`src/rtl/apcl_pkg.sv`:
```
// Shared types, constants and register indexes for the arm position control loop.
package apcl_pkg;

    localparam int unsigned PosW  = 24;
    localparam int unsigned TimeW = 32;
    localparam int unsigned SpdW  = 32;
    localparam int unsigned CfgW  = 24;
    localparam int unsigned IdxW  = 3;
    localparam int unsigned DefDivW = 48;

    localparam logic [IdxW-1:0] REG_LOWER   = 3'd0;
    localparam logic [IdxW-1:0] REG_UPPER   = 3'd1;
    localparam logic [IdxW-1:0] REG_BAND    = 3'd2;
    localparam logic [IdxW-1:0] REG_HOLD_EN = 3'd3;
    localparam logic [IdxW-1:0] REG_HOLD    = 3'd4;
    localparam logic [IdxW-1:0] REG_MINMOVE = 3'd5;
    localparam logic [IdxW-1:0] REG_MAXMOVE = 3'd6;
    localparam logic [IdxW-1:0] REG_GAIN    = 3'd7;

    typedef struct packed {
        logic signed [PosW-1:0] position_cd;
        logic                   sensor_fault;
        logic signed [PosW-1:0] target_cd;
        logic signed [7:0]      manual_power;
        logic                   manual_coast;
        logic [TimeW-1:0]       time_ms;
    } t_in_beat;

    typedef struct packed {
        logic signed [7:0] motor_power;
        logic              brake_hold;
    } t_out_beat;

    typedef struct packed {
        logic signed [PosW-1:0] lower;
        logic signed [PosW-1:0] upper;
        logic [15:0]            band;
        logic                   hold_en;
        logic [6:0]             hold;
        logic [6:0]             minmove;
        logic [6:0]             maxmove;
        logic [6:0]             gain;
    } t_cfg;

    // divider request/response between sequencer and serial divider
    typedef struct packed {
        logic start;
    } t_div_req;

    typedef struct packed {
        logic busy;
        logic done;
    } t_div_rsp;

endpackage

```
`src/rtl/apcl_if.sv`:
```
// Valid/ready channel interface carrying one payload beat.
interface apcl_if #(parameter type t_payload = logic) ();
    logic     valid;
    logic     ready;
    t_payload payload;
    modport source (output valid, output payload, input ready);
    modport sink   (input valid, input payload, output ready);
endinterface

```
`src/rtl/apcl_div.sv`:
```
// Bit-serial restoring divider, one quotient bit per cycle, rounding half away from zero.
module apcl_div #(
    parameter int unsigned DivW = apcl_pkg::DefDivW
) (
    input  logic                    i_clk,
    input  logic                    i_rst_n,
    input  apcl_pkg::t_div_req      i_req,
    input  logic signed [DivW-1:0]  i_num,
    input  logic [DivW-1:0]         i_den,
    output apcl_pkg::t_div_rsp      o_rsp,
    output logic signed [DivW-1:0]  o_quo
);
    import apcl_pkg::*;

    localparam int unsigned CntW = $clog2(DivW + 1);

    logic [DivW-1:0]  r_q, n_q;
    logic [DivW:0]    r_rem, n_rem;
    logic [DivW-1:0]  r_den;
    logic             r_neg;
    logic [CntW-1:0]  r_cnt, n_cnt;
    logic             r_busy, r_done;
    logic [DivW:0]    w_trial;
    logic [DivW:0]    w_twice;
    logic [DivW-1:0]  w_mag;
    logic [DivW-1:0]  w_qr;

    assign w_trial = {r_rem[DivW-1:0], r_q[DivW-1]} - {1'b0, r_den};
    assign w_mag   = i_num[DivW-1] ? DivW'(-i_num) : DivW'(i_num);

    always_comb begin
        n_q   = r_q;
        n_rem = r_rem;
        n_cnt = r_cnt;
        if (r_busy) begin
            if (!w_trial[DivW]) begin
                n_rem = w_trial;
                n_q   = {r_q[DivW-2:0], 1'b1};
            end else begin
                n_rem = {r_rem[DivW-1:0], r_q[DivW-1]};
                n_q   = {r_q[DivW-2:0], 1'b0};
            end
            n_cnt = r_cnt - CntW'(1);
        end
    end

    always_ff @(posedge i_clk) begin
        if (!i_rst_n) begin
            r_busy <= 1'b0;
            r_done <= 1'b0;
            r_cnt  <= '0;
        end else begin
            r_done <= 1'b0;
            if (i_req.start) begin
                r_busy <= 1'b1;
                r_cnt  <= CntW'(DivW);
            end else if (r_busy) begin
                r_cnt <= n_cnt;
                if (r_cnt == CntW'(1)) begin
                    r_busy <= 1'b0;
                    r_done <= 1'b1;
                end
            end
        end
    end

    always_ff @(posedge i_clk) begin
        if (i_req.start) begin
            r_q   <= w_mag;
            r_rem <= '0;
            r_den <= i_den;
            r_neg <= i_num[DivW-1];
        end else if (r_busy) begin
            r_q   <= n_q;
            r_rem <= n_rem;
        end
    end

    // round: bump when 2*rem >= den
    assign w_twice = {r_rem[DivW-1:0], 1'b0};
    assign w_qr    = r_q + DivW'(w_twice >= {1'b0, r_den});
    assign o_quo   = r_neg ? -$signed(w_qr) : $signed(w_qr);
    assign o_rsp   = '{busy: r_busy, done: r_done};

endmodule

```
`src/rtl/apcl_seq.sv`:
```
// Control law sequencer: velocity filter, curve, floor and damping over a shared divider.
module apcl_seq #(
    parameter int unsigned DivW = apcl_pkg::DefDivW
) (
    input  logic                   i_clk,
    input  logic                   i_rst_n,
    input  apcl_pkg::t_cfg         i_cfg,
    input  logic                   i_start,
    input  apcl_pkg::t_in_beat     i_beat,
    output logic                   o_done,
    output apcl_pkg::t_out_beat    o_res,
    output apcl_pkg::t_div_req     o_div_req,
    output logic signed [DivW-1:0] o_div_num,
    output logic [DivW-1:0]        o_div_den,
    input  apcl_pkg::t_div_rsp     i_div_rsp,
    input  logic signed [DivW-1:0] i_div_quo
);
    import apcl_pkg::*;

    typedef enum logic [14:0] {
        S_IDLE = 15'b000000000000001,
        S_CLS  = 15'b000000000000010,
        S_RAW  = 15'b000000000000100,
        S_SPD  = 15'b000000000001000,
        S_EDIV = 15'b000000000010000,
        S_MDIV = 15'b000000000100000,
        S_SQ   = 15'b000000001000000,
        S_CDIV = 15'b000000010000000,
        S_LAW  = 15'b000000100000000,
        S_FLR  = 15'b000001000000000,
        S_GDIV = 15'b000010000000000,
        S_DAMP = 15'b000100000000000,
        S_DDIV = 15'b001000000000000,
        S_OUT  = 15'b010000000000000,
        S_WAIT = 15'b100000000000000
    } t_state;

    t_state r_st, r_ret;

    logic signed [PosW-1:0]  r_last_tgt, r_last_pos;
    logic [TimeW-1:0]        r_last_time;
    logic signed [SpdW-1:0]  r_spd;
    logic                    r_primed;

    logic signed [PosW:0]    r_d;
    logic [PosW:0]           r_ad;
    logic signed [8:0]       r_h;
    logic signed [31:0]      r_e;
    logic [8:0]              r_m;
    logic [17:0]             r_sq;
    logic signed [40:0]      r_sg;
    logic signed [31:0]      r_o;
    logic signed [7:0]       r_pw;
    logic                    r_brake, r_done, r_go;
    logic signed [DivW-1:0]  r_num;
    logic [DivW-1:0]         r_den;

    logic signed [7:0]       w_man;
    logic signed [PosW:0]    w_lb;
    logic                    w_bypass;
    logic signed [7:0]       w_bpw;
    logic                    w_bbrake;
    logic [TimeW-1:0]        w_dt;
    logic signed [SpdW:0]    w_rawc;
    logic [8:0]              w_q256;
    logic [8:0]              w_g;
    logic [9:0]              w_cf;
    logic signed [8:0]       w_dmax, w_dmin;
    logic signed [18:0]      w_pc, w_pf;
    logic signed [35:0]      w_ge, w_h256, w_up, w_dn, w_dlim;
    logic signed [31:0]      w_law, w_fl, w_dmp, w_oc, w_ocl;
    logic [14:0]             w_omag;
    logic [7:0]              w_pmag;
    logic signed [7:0]       w_pround;

    assign w_man = (i_beat.manual_power == -8'sd128) ? -8'sd127 : i_beat.manual_power;
    assign w_lb  = (PosW+1)'(i_cfg.lower) + $signed({1'b0, {(PosW-16){1'b0}}, i_cfg.band});
    assign w_dt  = i_beat.time_ms - r_last_time;

    always_comb begin
        w_bypass = 1'b1;
        w_bpw    = '0;
        w_bbrake = 1'b0;
        if (i_beat.sensor_fault) begin
        end else if (i_beat.manual_coast) begin
            w_bbrake = (i_beat.position_cd <= i_cfg.lower);
        end else if (w_man != 0) begin
            if (!((w_man > 0 && i_beat.position_cd >= i_cfg.upper) ||
                  (w_man < 0 && i_beat.position_cd <= i_cfg.lower)))
                w_bpw = w_man;
        end else if (!i_cfg.hold_en) begin
        end else if (i_beat.target_cd <= i_cfg.lower &&
                     (PosW+1)'(i_beat.position_cd) <= w_lb) begin
        end else begin
            w_bypass = 1'b0;
        end
    end

    // raw speed from divider, saturated to 32 bits
    always_comb begin
        logic signed [DivW-1:0] q;
        q = i_div_quo;
        if (q > DivW'(64'sh7fffffff))       w_rawc = (SpdW+1)'(33'sh07fffffff);
        else if (q < -DivW'(64'sh80000000)) w_rawc = -(SpdW+1)'(33'sh080000000);
        else                                w_rawc = (SpdW+1)'(q);
    end

    assign w_q256 = (i_div_quo > DivW'(256)) ? 9'd256 : i_div_quo[8:0];
    assign w_g    = 9'd256 - w_q256;
    assign w_cf   = 10'd768 - {r_m, 1'b0};

    assign w_dmax = $signed({2'b0, i_cfg.maxmove}) - r_h;
    assign w_dmin = $signed({2'b0, i_cfg.minmove}) - r_h;
    assign w_pc   = 19'(w_dmax) * 19'($signed({1'b0, w_q256}));
    assign w_pf   = 19'(w_dmin) * 19'($signed({1'b0, w_q256}));
    assign w_ge   = 36'(r_e) * 36'($signed({1'b0, i_cfg.gain}));
    assign w_h256 = 36'(r_h) * 36'sd256;
    assign w_up   = w_h256 + 36'(w_pc);
    assign w_dn   = w_h256 + w_ge;
    assign w_dlim = -(36'($signed({1'b0, i_cfg.maxmove})) * 36'sd256);
    assign w_law  = (r_d >= 0) ? 32'(w_up) : ((w_dn < w_dlim) ? 32'(w_dlim) : 32'(w_dn));
    assign w_fl   = 32'(w_h256) + 32'(w_pf);

    assign w_dmp = (i_div_quo > DivW'(35*256)) ? 32'sd8960 :
                   (i_div_quo < -DivW'(35*256)) ? -32'sd8960 : 32'(i_div_quo);
    assign w_oc  = r_o - w_dmp;
    assign w_ocl = (w_oc > 32'sd32512) ? 32'sd32512 :
                   (w_oc < -32'sd32512) ? -32'sd32512 : w_oc;
    assign w_omag   = w_ocl[31] ? 15'(-w_ocl) : 15'(w_ocl);
    assign w_pmag   = 8'((16'(w_omag) + 16'd128) >> 8);
    assign w_pround = w_ocl[31] ? -$signed(w_pmag) : $signed(w_pmag);

    always_ff @(posedge i_clk) begin
        if (!i_rst_n) begin
            r_st <= S_IDLE;
            r_ret <= S_IDLE;
            r_done <= 1'b0;
            r_go <= 1'b0;
            r_primed <= 1'b0;
            r_last_tgt <= '0;
            r_last_pos <= '0;
            r_last_time <= '0;
            r_spd <= '0;
        end else begin
            r_done <= 1'b0;
            r_go   <= 1'b0;
            case (r_st)
                S_IDLE: begin
                    if (i_start) begin
                        r_d  <= (PosW+1)'(i_beat.target_cd) - (PosW+1)'(i_beat.position_cd);
                        r_ad <= (i_beat.target_cd >= i_beat.position_cd)
                              ? (PosW+1)'(i_beat.target_cd) - (PosW+1)'(i_beat.position_cd)
                              : (PosW+1)'(i_beat.position_cd) - (PosW+1)'(i_beat.target_cd);
                        r_h  <= (i_beat.target_cd > 0) ? $signed({2'b0, i_cfg.hold}) : '0;
                        if (w_bypass) begin
                            r_pw <= w_bpw;
                            r_brake <= w_bbrake;
                            r_primed <= 1'b0;
                            r_done <= 1'b1;
                        end else begin
                            r_brake <= 1'b0;
                            r_st <= S_CLS;
                        end
                    end
                end
                S_CLS: begin
                    if (!r_primed || i_beat.target_cd != r_last_tgt) begin
                        r_last_tgt <= i_beat.target_cd;
                        r_last_pos <= i_beat.position_cd;
                        r_last_time <= i_beat.time_ms;
                        r_spd <= '0;
                        r_primed <= 1'b1;
                        r_st <= S_EDIV;
                    end else if (w_dt != 0) begin
                        r_num <= DivW'(((PosW+1)'(i_beat.position_cd) - (PosW+1)'(r_last_pos)))
                                 * DivW'(2560);
                        r_den <= DivW'(w_dt);
                        r_go  <= 1'b1;
                        r_ret <= S_RAW;
                        r_st  <= S_WAIT;
                    end else begin
                        r_st <= S_EDIV;
                    end
                end
                S_RAW: begin
                    r_num <= DivW'(w_rawc - (SpdW+1)'(r_spd));
                    r_den <= DivW'(5);
                    r_go  <= 1'b1;
                    r_ret <= S_SPD;
                    r_st  <= S_WAIT;
                end
                S_SPD: begin
                    r_spd <= r_spd + SpdW'(i_div_quo);
                    r_last_pos <= i_beat.position_cd;
                    r_last_time <= i_beat.time_ms;
                    r_st <= S_EDIV;
                end
                S_EDIV: begin
                    r_num <= DivW'(r_d) * DivW'(256);
                    r_den <= DivW'(100);
                    r_go  <= 1'b1;
                    r_ret <= S_MDIV;
                    r_st  <= S_WAIT;
                end
                S_MDIV: begin
                    r_e   <= 32'(i_div_quo);
                    r_num <= $signed(DivW'(r_ad)) * DivW'(256);
                    r_den <= DivW'(10000);
                    r_go  <= 1'b1;
                    r_ret <= S_SQ;
                    r_st  <= S_WAIT;
                end
                S_SQ: begin
                    r_m  <= w_q256;
                    r_sq <= 18'(w_q256) * 18'(w_q256);
                    r_st <= S_CDIV;
                end
                S_CDIV: begin
                    r_num <= DivW'(28'(r_sq) * 28'(w_cf));
                    r_den <= DivW'(65536);
                    r_go  <= 1'b1;
                    r_ret <= S_LAW;
                    r_st  <= S_WAIT;
                end
                S_LAW: begin
                    r_o <= w_law;
                    if (r_d > 0) begin
                        r_num <= DivW'(r_d) * DivW'(256);
                        r_den <= DivW'(1200);
                        r_go  <= 1'b1;
                        r_ret <= S_FLR;
                        r_st  <= S_WAIT;
                    end else begin
                        r_st <= S_GDIV;
                    end
                end
                S_FLR: begin
                    if (w_fl > r_o) r_o <= w_fl;
                    r_st <= S_GDIV;
                end
                S_GDIV: begin
                    r_num <= $signed(DivW'(r_ad)) * DivW'(256);
                    r_den <= DivW'(3500);
                    r_go  <= 1'b1;
                    r_ret <= S_DAMP;
                    r_st  <= S_WAIT;
                end
                S_DAMP: begin
                    r_sg <= 41'(r_spd) * 41'($signed({1'b0, w_g}));
                    r_st <= S_DDIV;
                end
                S_DDIV: begin
                    r_num <= DivW'(r_sg) * DivW'(45);
                    r_den <= DivW'(25600);
                    r_go  <= 1'b1;
                    r_ret <= S_OUT;
                    r_st  <= S_WAIT;
                end
                S_OUT: begin
                    r_pw   <= w_pround;
                    r_done <= 1'b1;
                    r_st   <= S_IDLE;
                end
                S_WAIT: begin
                    if (i_div_rsp.done) r_st <= r_ret;
                end
                default: r_st <= S_IDLE;
            endcase
        end
    end

    assign o_div_req = '{start: r_go};
    assign o_div_num = r_num;
    assign o_div_den = r_den;
    assign o_done    = r_done;
    assign o_res     = '{motor_power: r_pw, brake_hold: r_brake};

endmodule

```
`src/rtl/arm_position_control_loop.sv`:
```
// Top level of the arm position control loop: handshake, configuration and result register.
// One tick in, one result out. A fault, coast, manual, holding-disabled or rest-band tick
// has its result valid once the start strobe, the sequencer done flag and the output valid
// register have been set in turn. A tick under the automatic law walks a sequencer that
// runs up to eight divisions on one bit-serial divider of DivW bits, one quotient bit per
// cycle, before its result is valid. The next tick is accepted once the result beat has
// been taken and the sequencer is idle.
module arm_position_control_loop #(
    parameter int unsigned DivW = apcl_pkg::DefDivW
) (
    input  logic                          i_clk,
    input  logic                          i_rst_n,
    apcl_if.sink                          s_in,
    apcl_if.source                        m_out,
    input  logic                          i_cfg_we,
    input  logic [apcl_pkg::IdxW-1:0]     i_cfg_idx,
    input  logic [apcl_pkg::CfgW-1:0]     i_cfg_data
);
    import apcl_pkg::*;

    t_cfg               r_cfg;
    t_in_beat           r_beat;
    logic               r_busy;
    logic               r_ovalid;
    t_out_beat          r_obeat;
    logic               w_done;
    t_out_beat          w_res;
    t_div_req           w_req;
    t_div_rsp           w_rsp;
    logic signed [DivW-1:0] w_num, w_quo;
    logic [DivW-1:0]    w_den;
    logic               r_start;

    assign s_in.ready = !r_busy && !r_ovalid;

    always_ff @(posedge i_clk) begin
        if (!i_rst_n) begin
            r_cfg <= '{lower: '0, upper: 24'sd18000, band: 16'd100, hold_en: 1'b1,
                       hold: 7'd15, minmove: 7'd60, maxmove: 7'd85, gain: 7'd4};
        end else if (i_cfg_we) begin
            case (i_cfg_idx)
                REG_LOWER:   r_cfg.lower   <= i_cfg_data;
                REG_UPPER:   r_cfg.upper   <= i_cfg_data;
                REG_BAND:    r_cfg.band    <= i_cfg_data[15:0];
                REG_HOLD_EN: r_cfg.hold_en <= i_cfg_data[0];
                REG_HOLD:    r_cfg.hold    <= i_cfg_data[6:0];
                REG_MINMOVE: r_cfg.minmove <= i_cfg_data[6:0];
                REG_MAXMOVE: r_cfg.maxmove <= i_cfg_data[6:0];
                REG_GAIN:    r_cfg.gain    <= i_cfg_data[6:0];
                default: ;
            endcase
        end
    end

    always_ff @(posedge i_clk) begin
        if (!i_rst_n) begin
            r_busy   <= 1'b0;
            r_ovalid <= 1'b0;
            r_start  <= 1'b0;
        end else begin
            r_start <= s_in.valid && s_in.ready;
            if (s_in.valid && s_in.ready) r_busy <= 1'b1;
            if (w_done) begin
                r_busy   <= 1'b0;
                r_ovalid <= 1'b1;
            end else if (m_out.ready) begin
                r_ovalid <= 1'b0;
            end
        end
    end

    always_ff @(posedge i_clk) begin
        if (s_in.valid && s_in.ready) r_beat <= s_in.payload;
        if (w_done) r_obeat <= w_res;
    end

    apcl_seq #(.DivW(DivW)) u_seq (
        .i_clk, .i_rst_n, .i_cfg(r_cfg), .i_start(r_start), .i_beat(r_beat),
        .o_done(w_done), .o_res(w_res), .o_div_req(w_req), .o_div_num(w_num),
        .o_div_den(w_den), .i_div_rsp(w_rsp), .i_div_quo(w_quo)
    );

    apcl_div #(.DivW(DivW)) u_div (
        .i_clk, .i_rst_n, .i_req(w_req), .i_num(w_num), .i_den(w_den),
        .o_rsp(w_rsp), .o_quo(w_quo)
    );

    assign m_out.valid   = r_ovalid;
    assign m_out.payload = r_obeat;

endmodule

```
`src/flat_wrapper.sv`:
```
// flat-port wrapper written by rule: the top's interface ports become plain ports
module arm_position_control_loop_flat import apcl_pkg::*;
#(
    parameter int unsigned DivW = apcl_pkg::DefDivW
)
  (i_clk, i_rst_n, i_cfg_we, i_cfg_idx, i_cfg_data, s_in_valid, s_in_payload, s_in_ready, m_out_valid, m_out_payload, m_out_ready);
  apcl_if #(.t_payload(t_in_beat)) s_in_i ();
  apcl_if #(.t_payload(t_out_beat)) m_out_i ();
  input  logic i_clk;
  input  logic i_rst_n;
  input  logic i_cfg_we;
  input  logic [apcl_pkg::IdxW-1:0] i_cfg_idx;
  input  logic [apcl_pkg::CfgW-1:0] i_cfg_data;
  input wire logic [$bits(s_in_i.valid)-1:0] s_in_valid;
  input wire logic [$bits(s_in_i.payload)-1:0] s_in_payload;
  output wire logic [$bits(s_in_i.ready)-1:0] s_in_ready;
  output wire logic [$bits(m_out_i.valid)-1:0] m_out_valid;
  output wire logic [$bits(m_out_i.payload)-1:0] m_out_payload;
  input wire logic [$bits(m_out_i.ready)-1:0] m_out_ready;
  assign s_in_i.valid = s_in_valid;
  assign s_in_i.payload = s_in_payload;
  assign s_in_ready = s_in_i.ready;
  assign m_out_valid = m_out_i.valid;
  assign m_out_payload = m_out_i.payload;
  assign m_out_i.ready = m_out_ready;
  arm_position_control_loop #(.DivW(DivW)) u_core (.i_clk(i_clk), .i_rst_n(i_rst_n), .s_in(s_in_i), .m_out(m_out_i), .i_cfg_we(i_cfg_we), .i_cfg_idx(i_cfg_idx), .i_cfg_data(i_cfg_data));
endmodule
```
`config.mk`:
```
export PLATFORM = sky130hd
export DESIGN_NAME = arm_position_control_loop_flat
export DESIGN_NICKNAME = d
export VERILOG_FILES = /design/src/rtl/apcl_pkg.sv /design/src/rtl/apcl_if.sv /design/src/rtl/apcl_div.sv /design/src/rtl/apcl_seq.sv /design/src/rtl/arm_position_control_loop.sv /design/src/flat_wrapper.sv
export SDC_FILE = /design/constraint.sdc
export NUM_CORES = 2
export LEC_CHECK = 0
export BUFFER_PORTS_ARGS = -buffer_cell sky130_fd_sc_hd__buf_4
export CORE_MARGIN = 2
export CORE_UTILIZATION = 55
export CTS_BUF_LIST = sky130_fd_sc_hd__clkbuf_16
export CTS_CLUSTER_SIZE = 24
export DETAILED_ROUTE_END_ITERATION = 10
export HOLD_SLACK_MARGIN = 0.02
export PLACE_DENSITY = 0.75
export SLEW_MARGIN = 10
export SYNTH_ARGS = -nofsm -noshare
export SYNTH_HDL_FRONTEND = slang
export SYNTH_SLANG_ARGS = --single-unit
export TNS_END_PERCENT = 30
```
`constraint.sdc`:
```
create_clock -name i_clk -period 47.1 [get_ports i_clk]
set_clock_uncertainty 0.1 [all_clocks]
set_input_delay 14.13 -clock i_clk [delete_from_list [all_inputs] [get_ports i_clk]]
set_output_delay 14.13 -clock i_clk [all_outputs]
set_load 0.03 [all_outputs]
```
Word-level counts from Yosys, hierarchy flattened:

Index checks and enable logic that the tools add are counted.

* $add $sub $neg: 24
* $mul: 8
* $lt $le $gt $ge: 20
* equality and inequality tests: 34
* muxes and demuxes: 77
* bitwise gates (word level): 4
* reductions and logical operators: 48

Operators with widths (count)
* 48-bit 2-to-1 mux: 11
* 48-bit one-hot mux with 8 select lines: 1
* 48-bit one-hot mux with 7 select lines: 1
* 32-bit 2-to-1 mux: 9
* 32-bit one-hot mux with 2 select lines: 3
* 15-bit 2-to-1 mux: 10
* 15-bit one-hot mux with 9 select lines: 1
* 15-bit one-hot mux with 8 select lines: 1
* 48-bit negator: 2
* 24-bit by 24-bit subtractor with 25-bit output: 3
* 33-bit 2-to-1 mux: 2
* 8-bit 2-to-1 mux: 8
* 32-bit nonzero test: 2
* 32-bit subtractor: 2
* 49-bit by 48-bit greater-or-equal comparator with 1-bit output: 1
* 49-bit by 48-bit subtractor with 49-bit output: 1
* 48-bit by 1-bit adder with 48-bit output: 1
* 24-bit greater-or-equal comparator: 2
* 48-bit by 10-bit > comparator with 1-bit output (second input constant): 1
* 48-bit by 15-bit > comparator with 1-bit output (second input constant): 1
* 48-bit by 32-bit > comparator with 1-bit output (second input constant): 1
* 24-bit less-or-equal comparator: 2
* 48-bit by 15-bit less-than comparator with 1-bit output (second input constant): 1
* 48-bit by 32-bit less-than comparator with 1-bit output (second input constant): 1
* other kinds (77): 147

* register bits after elaboration: 787
* output and inout bits: 11

Longest topological paths before layout:

* depth in word-level cells: 17
* gate-level depth with buffers: 70
* mapped depth without buffers: 66

By module:

A second synthesis with hierarchy kept.

* cells, all modules: 10052
* area total of the unflattened synthesis: 88547.4 µm²

By module, submodules not included
* apcl_seq: instances 1, cells an instance 8094, area an instance 69461.6 µm², seq. area each 11040.6 µm²
* apcl_div: instances 1, cells an instance 1502, area an instance 12448.2 µm², seq. area each 4033.9 µm²
* arm_position_control_loop: instances 1, cells an instance 456, area an instance 6637.6 µm², seq. area each 4894.7 µm²

Worst setup path after synthesis:

OpenSTA, ideal clock, no wires.

* kind: input port to flip-flop
* from: in i_rst_n
* to: reg u_core.u_seq.r_sg[0] (enable)
* setup time: 0.542 ns
* data arrival time: 18.391 ns
* path slack: 28.068 ns
* stages: 3
* buffers on the path: 1
* cell sequence: clkbuf_1 -> nand2_1 -> nor4_1

* word-level cells in the longest chain between the ends: 1

Ends and longest elaborated chain
* from (decl): RTL line flat_wrapper.sv:10 `input logic i_rst_n;`
* 2-bit AND reduction (no line)
* to (signal assigned): RTL line apcl_seq.sv:249 `r_sg <= 41'(r_spd) * 41'($signed({1'b0, w_g}));`
* to (decl): RTL line apcl_seq.sv:51 `logic signed [40:0] r_sg;`

No other way between the ends.
A chain may end at the register's enable or synchronous reset.

Final worst setup path:

* from: reg u_core.u_div.r_den[2]
* to: reg u_core.u_seq.r_o[25] (enable)

* word-level cells in the longest chain between the ends: 11

Ends and longest elaborated chain
* from (decl): RTL line apcl_div.sv:19 `logic [DivW-1:0] r_den;`
* from (signal assigned): RTL line apcl_div.sv:71 `r_den <= i_den;`
* 49-bit by 48-bit greater-or-equal comparator with 1-bit output *: RTL line apcl_div.sv:81 `assign w_qr = r_q + DivW'(w_twice >= {1'b0, r_den});`
* 48-bit by 1-bit adder with 48-bit output *: RTL line apcl_div.sv:81
* 48-bit negator: RTL line apcl_div.sv:82 `assign o_quo = r_neg ? -$signed(w_qr) : $signed(w_qr);`
* 48-bit 2-to-1 mux *: RTL line apcl_div.sv:82
* 48-bit by 10-bit > comparator with 1-bit output: RTL line apcl_seq.sv:108 `assign w_q256 = (i_div_quo > DivW'(256)) ? 9'd256 : i_div_quo[8:0];`
* 9-bit 2-to-1 mux *: RTL line apcl_seq.sv:108
* 8-bit by 10-bit multiplier with 18-bit output *: RTL line apcl_seq.sv:115 `assign w_pf = 19'(w_dmin) * 19'($signed({1'b0, w_q256}));`
* 16-bit by 18-bit adder with 19-bit output *: RTL line apcl_seq.sv:122 `assign w_fl = 32'(w_h256) + 32'(w_pf);`
* 19-bit by 32-bit > comparator with 1-bit output *: RTL line apcl_seq.sv:238 `if (w_fl > r_o) r_o <= w_fl;`
* 2-bit inequality test (no line) *
* 3-bit AND reduction (no line) *
* to (signal assigned): RTL line apcl_seq.sv:226 `r_o <= w_law;`
* to (signal assigned): RTL line apcl_seq.sv:238
* to (decl): RTL line apcl_seq.sv:52 `logic signed [31:0] r_o;`

Mark *: on every way between the ends. The rest lies on a longest branch, timed or not.

==> flow_metrics.py <==
metrics = {
    "outcome": {
        "status": "complete, no violations",
    },
    "worst_setup_path": {
        "critical_path_arrival_ns": 17.55,
        "worstPathRequired_ns": 47.29,
        "critPathKind": "reg2reg",
        "cp-startpoint": "u_core.u_div.r_den[2]",
        "ff2ff_path_depth": 65,
        "reg2reg_from": "u_core.u_div.r_den[2]",
        "critPathCaptureType": "flop",
        "cp-start-kind": "flop",
        "reg2reg_to": "u_core.u_seq.r_o[25]",
        "critPathSlowestCell": "a21oi_4",
        "cp_slowest_stage_delay_ns": 0.83,
        "crit_fanout": 88,
        "r2r_slack_ns": 29.75,
    },
    "clock_tree": {
        "cts_tree": "done",
        "cts_resized": 0,
        "cts.sinks": 746,
        "root_buffer": "clkbuf_16",
        "cts_setup_buffers": 0,
        "clk_latency_ns": 0.74,
        "cts_made_buffers": 83,
        "clk_pin_slew_ns": 0.06,
        "hold_buffers": 0,
        "htree_levels": 3,
        "cts_buffer_depth": 3,
    },
    "sta": {
        "period_needed_ns": 17.35,
        "setup_viol": 0,
        "tightest_slew_ns": 1.24,
        "finalHoldViolCount": 0,
        "min_period_over_period_pct": 36.8,
        "fin_ws_ns": 29.75,
        "fmax_mhz": 57.6,
        "setup_tns_ns": 0,
        "hold_ws_ns": 0.318,
        "rsz0062_at_grt": "false",
        "slew_viol_final": 0,
        "slew_headroom_pct": 16.3,
    },
    "synthesis": {
        "ys_seq_area_share_pct": 22.6,
        "synth_warnings": 0,
        "avgSynthCellArea_um2": 8.69,
        "synth_area_leaders": "fa_1 17%, edfxtp_1 16%, ha_1 14%",
        "synth-async-reset-ratio_pct": 0,
        "ys_seq_elements": 746,
        "ys.flop_type": "edfxtp_1",
        "yosysTopAreaCellShare_pct": 16.8,
        "syn_inst": 9919,
        "synth_edf_count": 455,
        "netlist_area_um2": 86200,
        "ys_types": 98,
        "synth_largest_area_cell": "fa_1",
    },
    "job": {
        "cap_violations": 0,
    },
    "routing": {
        "drt_wl_total_um": 265000,
        "antenna_left": 0,
        "first_iter_violations": 6817,
        "drcViolationCount": 0,
        "dr.pass1.iters": 6,
        "via_count": 72000,
        "route.detailed.wl_per_inst_um": 22.0,
        "vias_per_cell": 5.99,
    },
    "global_route": {
        "grt_pass1_wl_um": 412000,
        "grt_pass1_vias": 71900,
        "antenna_found_initial": 24,
        "grt_max_degree": 100,
        "grtUsageTotal_pct": 33.3,
        "overflow": 0,
    },
    "floorplan": {
        "start_util_pct": 55.3,
        "die_width_um": 400,
        "core_um2": 156000,
        "io_pins": 133,
        "rows": 145,
        "die_area_um2": 160000,
        "die_h_um": 400,
    },
    "power_and_ir_drop": {
        "cellLeakagePower_uw": 0.0420,
        "power_density_nw_per_um2": 22.1,
        "ir_drop_mv": 0.0329,
    },
    "hold_path": {
        "min_path_cells": 0,
        "hold_path.class": "reg2reg",
        "min_to": "u_core.u_div.r_den[11]",
        "min_from": "u_core.u_seq.o_div_den[11]",
    },
    "layout": {
        "area.growth.synth_to_final_pct": 6.90,
        "fin_nets": 11700,
        "drive_above_1_share_pct": 4.80,
        "fill_cells": 13600,
        "register_area_um2": 19500,
        "multiInputGateArea_um2": 60100,
        "layout_commonest_cell": "inv_1",
        "layout_common_cells": "1430 x inv_1, 974 x ha_1, 945 x nand2_1",
        "final_core_util_pct": 59.1,
    },
    "placement": {
        "place_congestion": 1.05,
        "portBuffers": 132,
        "post-dp-hpwl_um": 212000,
        "post-place-ws_ns": 30.04,
    },
}
==> routing by layer <==
metal  wire length, um  GRT usage, %  up-vias
met5               144             0        -
met2            118000          52.0     2901
met1            106000          43.4    35100
li1                  -             -    33400
met4             15000          17.1       24
met3             25500          7.62      638
==> flip-flops by register name, summed over array words and instances, names as in the netlist, 15 cells and up <==
name,flops
u_core.u_seq.r_d,25
u_core.u_div.r_rem,48
u_core.r_cfg,93
u_core.u_seq.r_o,32
u_core.u_seq.r_last_pos,24
u_core.r_beat,90
u_core.u_div.r_den,32
u_core.u_seq.o_div_num,48
u_core.u_seq.r_last_tgt,24
u_core.u_seq.r_ad,24
u_core.u_seq.r_st,15
u_core.u_div.r_q,48
u_core.u_seq.r_e,32
u_core.u_seq.r_sq,16
u_core.u_seq.r_spd,32
u_core.u_seq.r_sg,41
u_core.u_seq.r_last_time,32
u_core.u_seq.o_div_den,32
==> worst max-delay path, delay by kind of cell, from the launching register on <==
family,cells,cell delay [ns]
xor+xnor,2,0.34
compound gates,23,5.48
mux,1,0.16
simple gates,21,4.81
buf+inv,9,1.79
flops,1,0.36
fa+ha+maj,9,3.69
==> worst max-delay path by stage <==
stage                      endpoint
2_1_floorplan  u_core.u_seq.r_sg[0]
3_3_place_gp    u_core.u_seq.r_o[0]
3_5_place_dp    u_core.u_seq.r_o[1]
4_1_cts         u_core.u_seq.r_o[6]
5_1_grt        u_core.u_seq.r_o[24]
6_report       u_core.u_seq.r_o[25]
==> stage by stage <==
| stage | cell area [um^2] | total power (uW) | std cells |
|---|---|---|---|
| 2_1_floorplan | 86200 | 1160 | 9923 |
| 3_3_place_gp | 89300 | 1340 | 11900 |
| 3_5_place_dp | 89300 | 1350 | 11900 |
| 4_1_cts | 92100 | 2030 | 12000 |
| 5_1_grt | 92100 | 2130 | 12000 |
| 6_report | 92100 | 2040 | 12000 |
==> synth_stat cells, drive strengths merged (29+ instances only) <==
cell type and n:
nand2b 120, nand3 173, o21ai 392, xor2 228, inv 1425, buf 67
dfxtp 291, or4 29, or2 34, nor2b 80, o21a 98, a31oi 59
nand4 87, clkbuf 286, nand2 947, a21oi 661, o31ai 56, xnor2 407
edfxtp 455, nor3 200, a21o 182, or3 64, o21bai 71, nor2 689
and2 370, ha 974, and4 31, and3 130, mux2i 36, nor4 80
fa 724, o211ai 42, a211oi 64
==> kinds of logic after synthesis <==
family                     share of synthesized area [%]
AOI/OAI and AO/OA                                   13.9
xor gates and xnor gates                            6.46
adders and majority gates                           31.0
buffers and inverters                               7.85
DFF                                                 22.6
muxes                                              0.510
other                                            0.00872
and+or+nand+nor                                     17.7
==> power breakdown <==
| group | internal, uW | leakage (uW) | switching, uW |
|---|---|---|---|
| registers | 725 | 0.00655 | 25.9 |
| clock network | 374 | 0.00141 | 308 |
| logic | 229 | 0.0341 | 375 |
==> area by class of cell <==
| cell class | instances | share of cell area [%] |
|---|---|---|
| tap | 2058 | 2.80 |
| inverter | 1426 | 5.82 |
| multi-input combinational | 7398 | 65.3 |
| timing repair buffer | 228 | 1.87 |
| antenna | 6 | 0.0163 |
| clock inverter | 73 | 0.784 |
| clock buffer | 83 | 2.26 |
| sequential | 746 | 21.2 |
No activity file was read; power rests on OpenSTA's default activity.
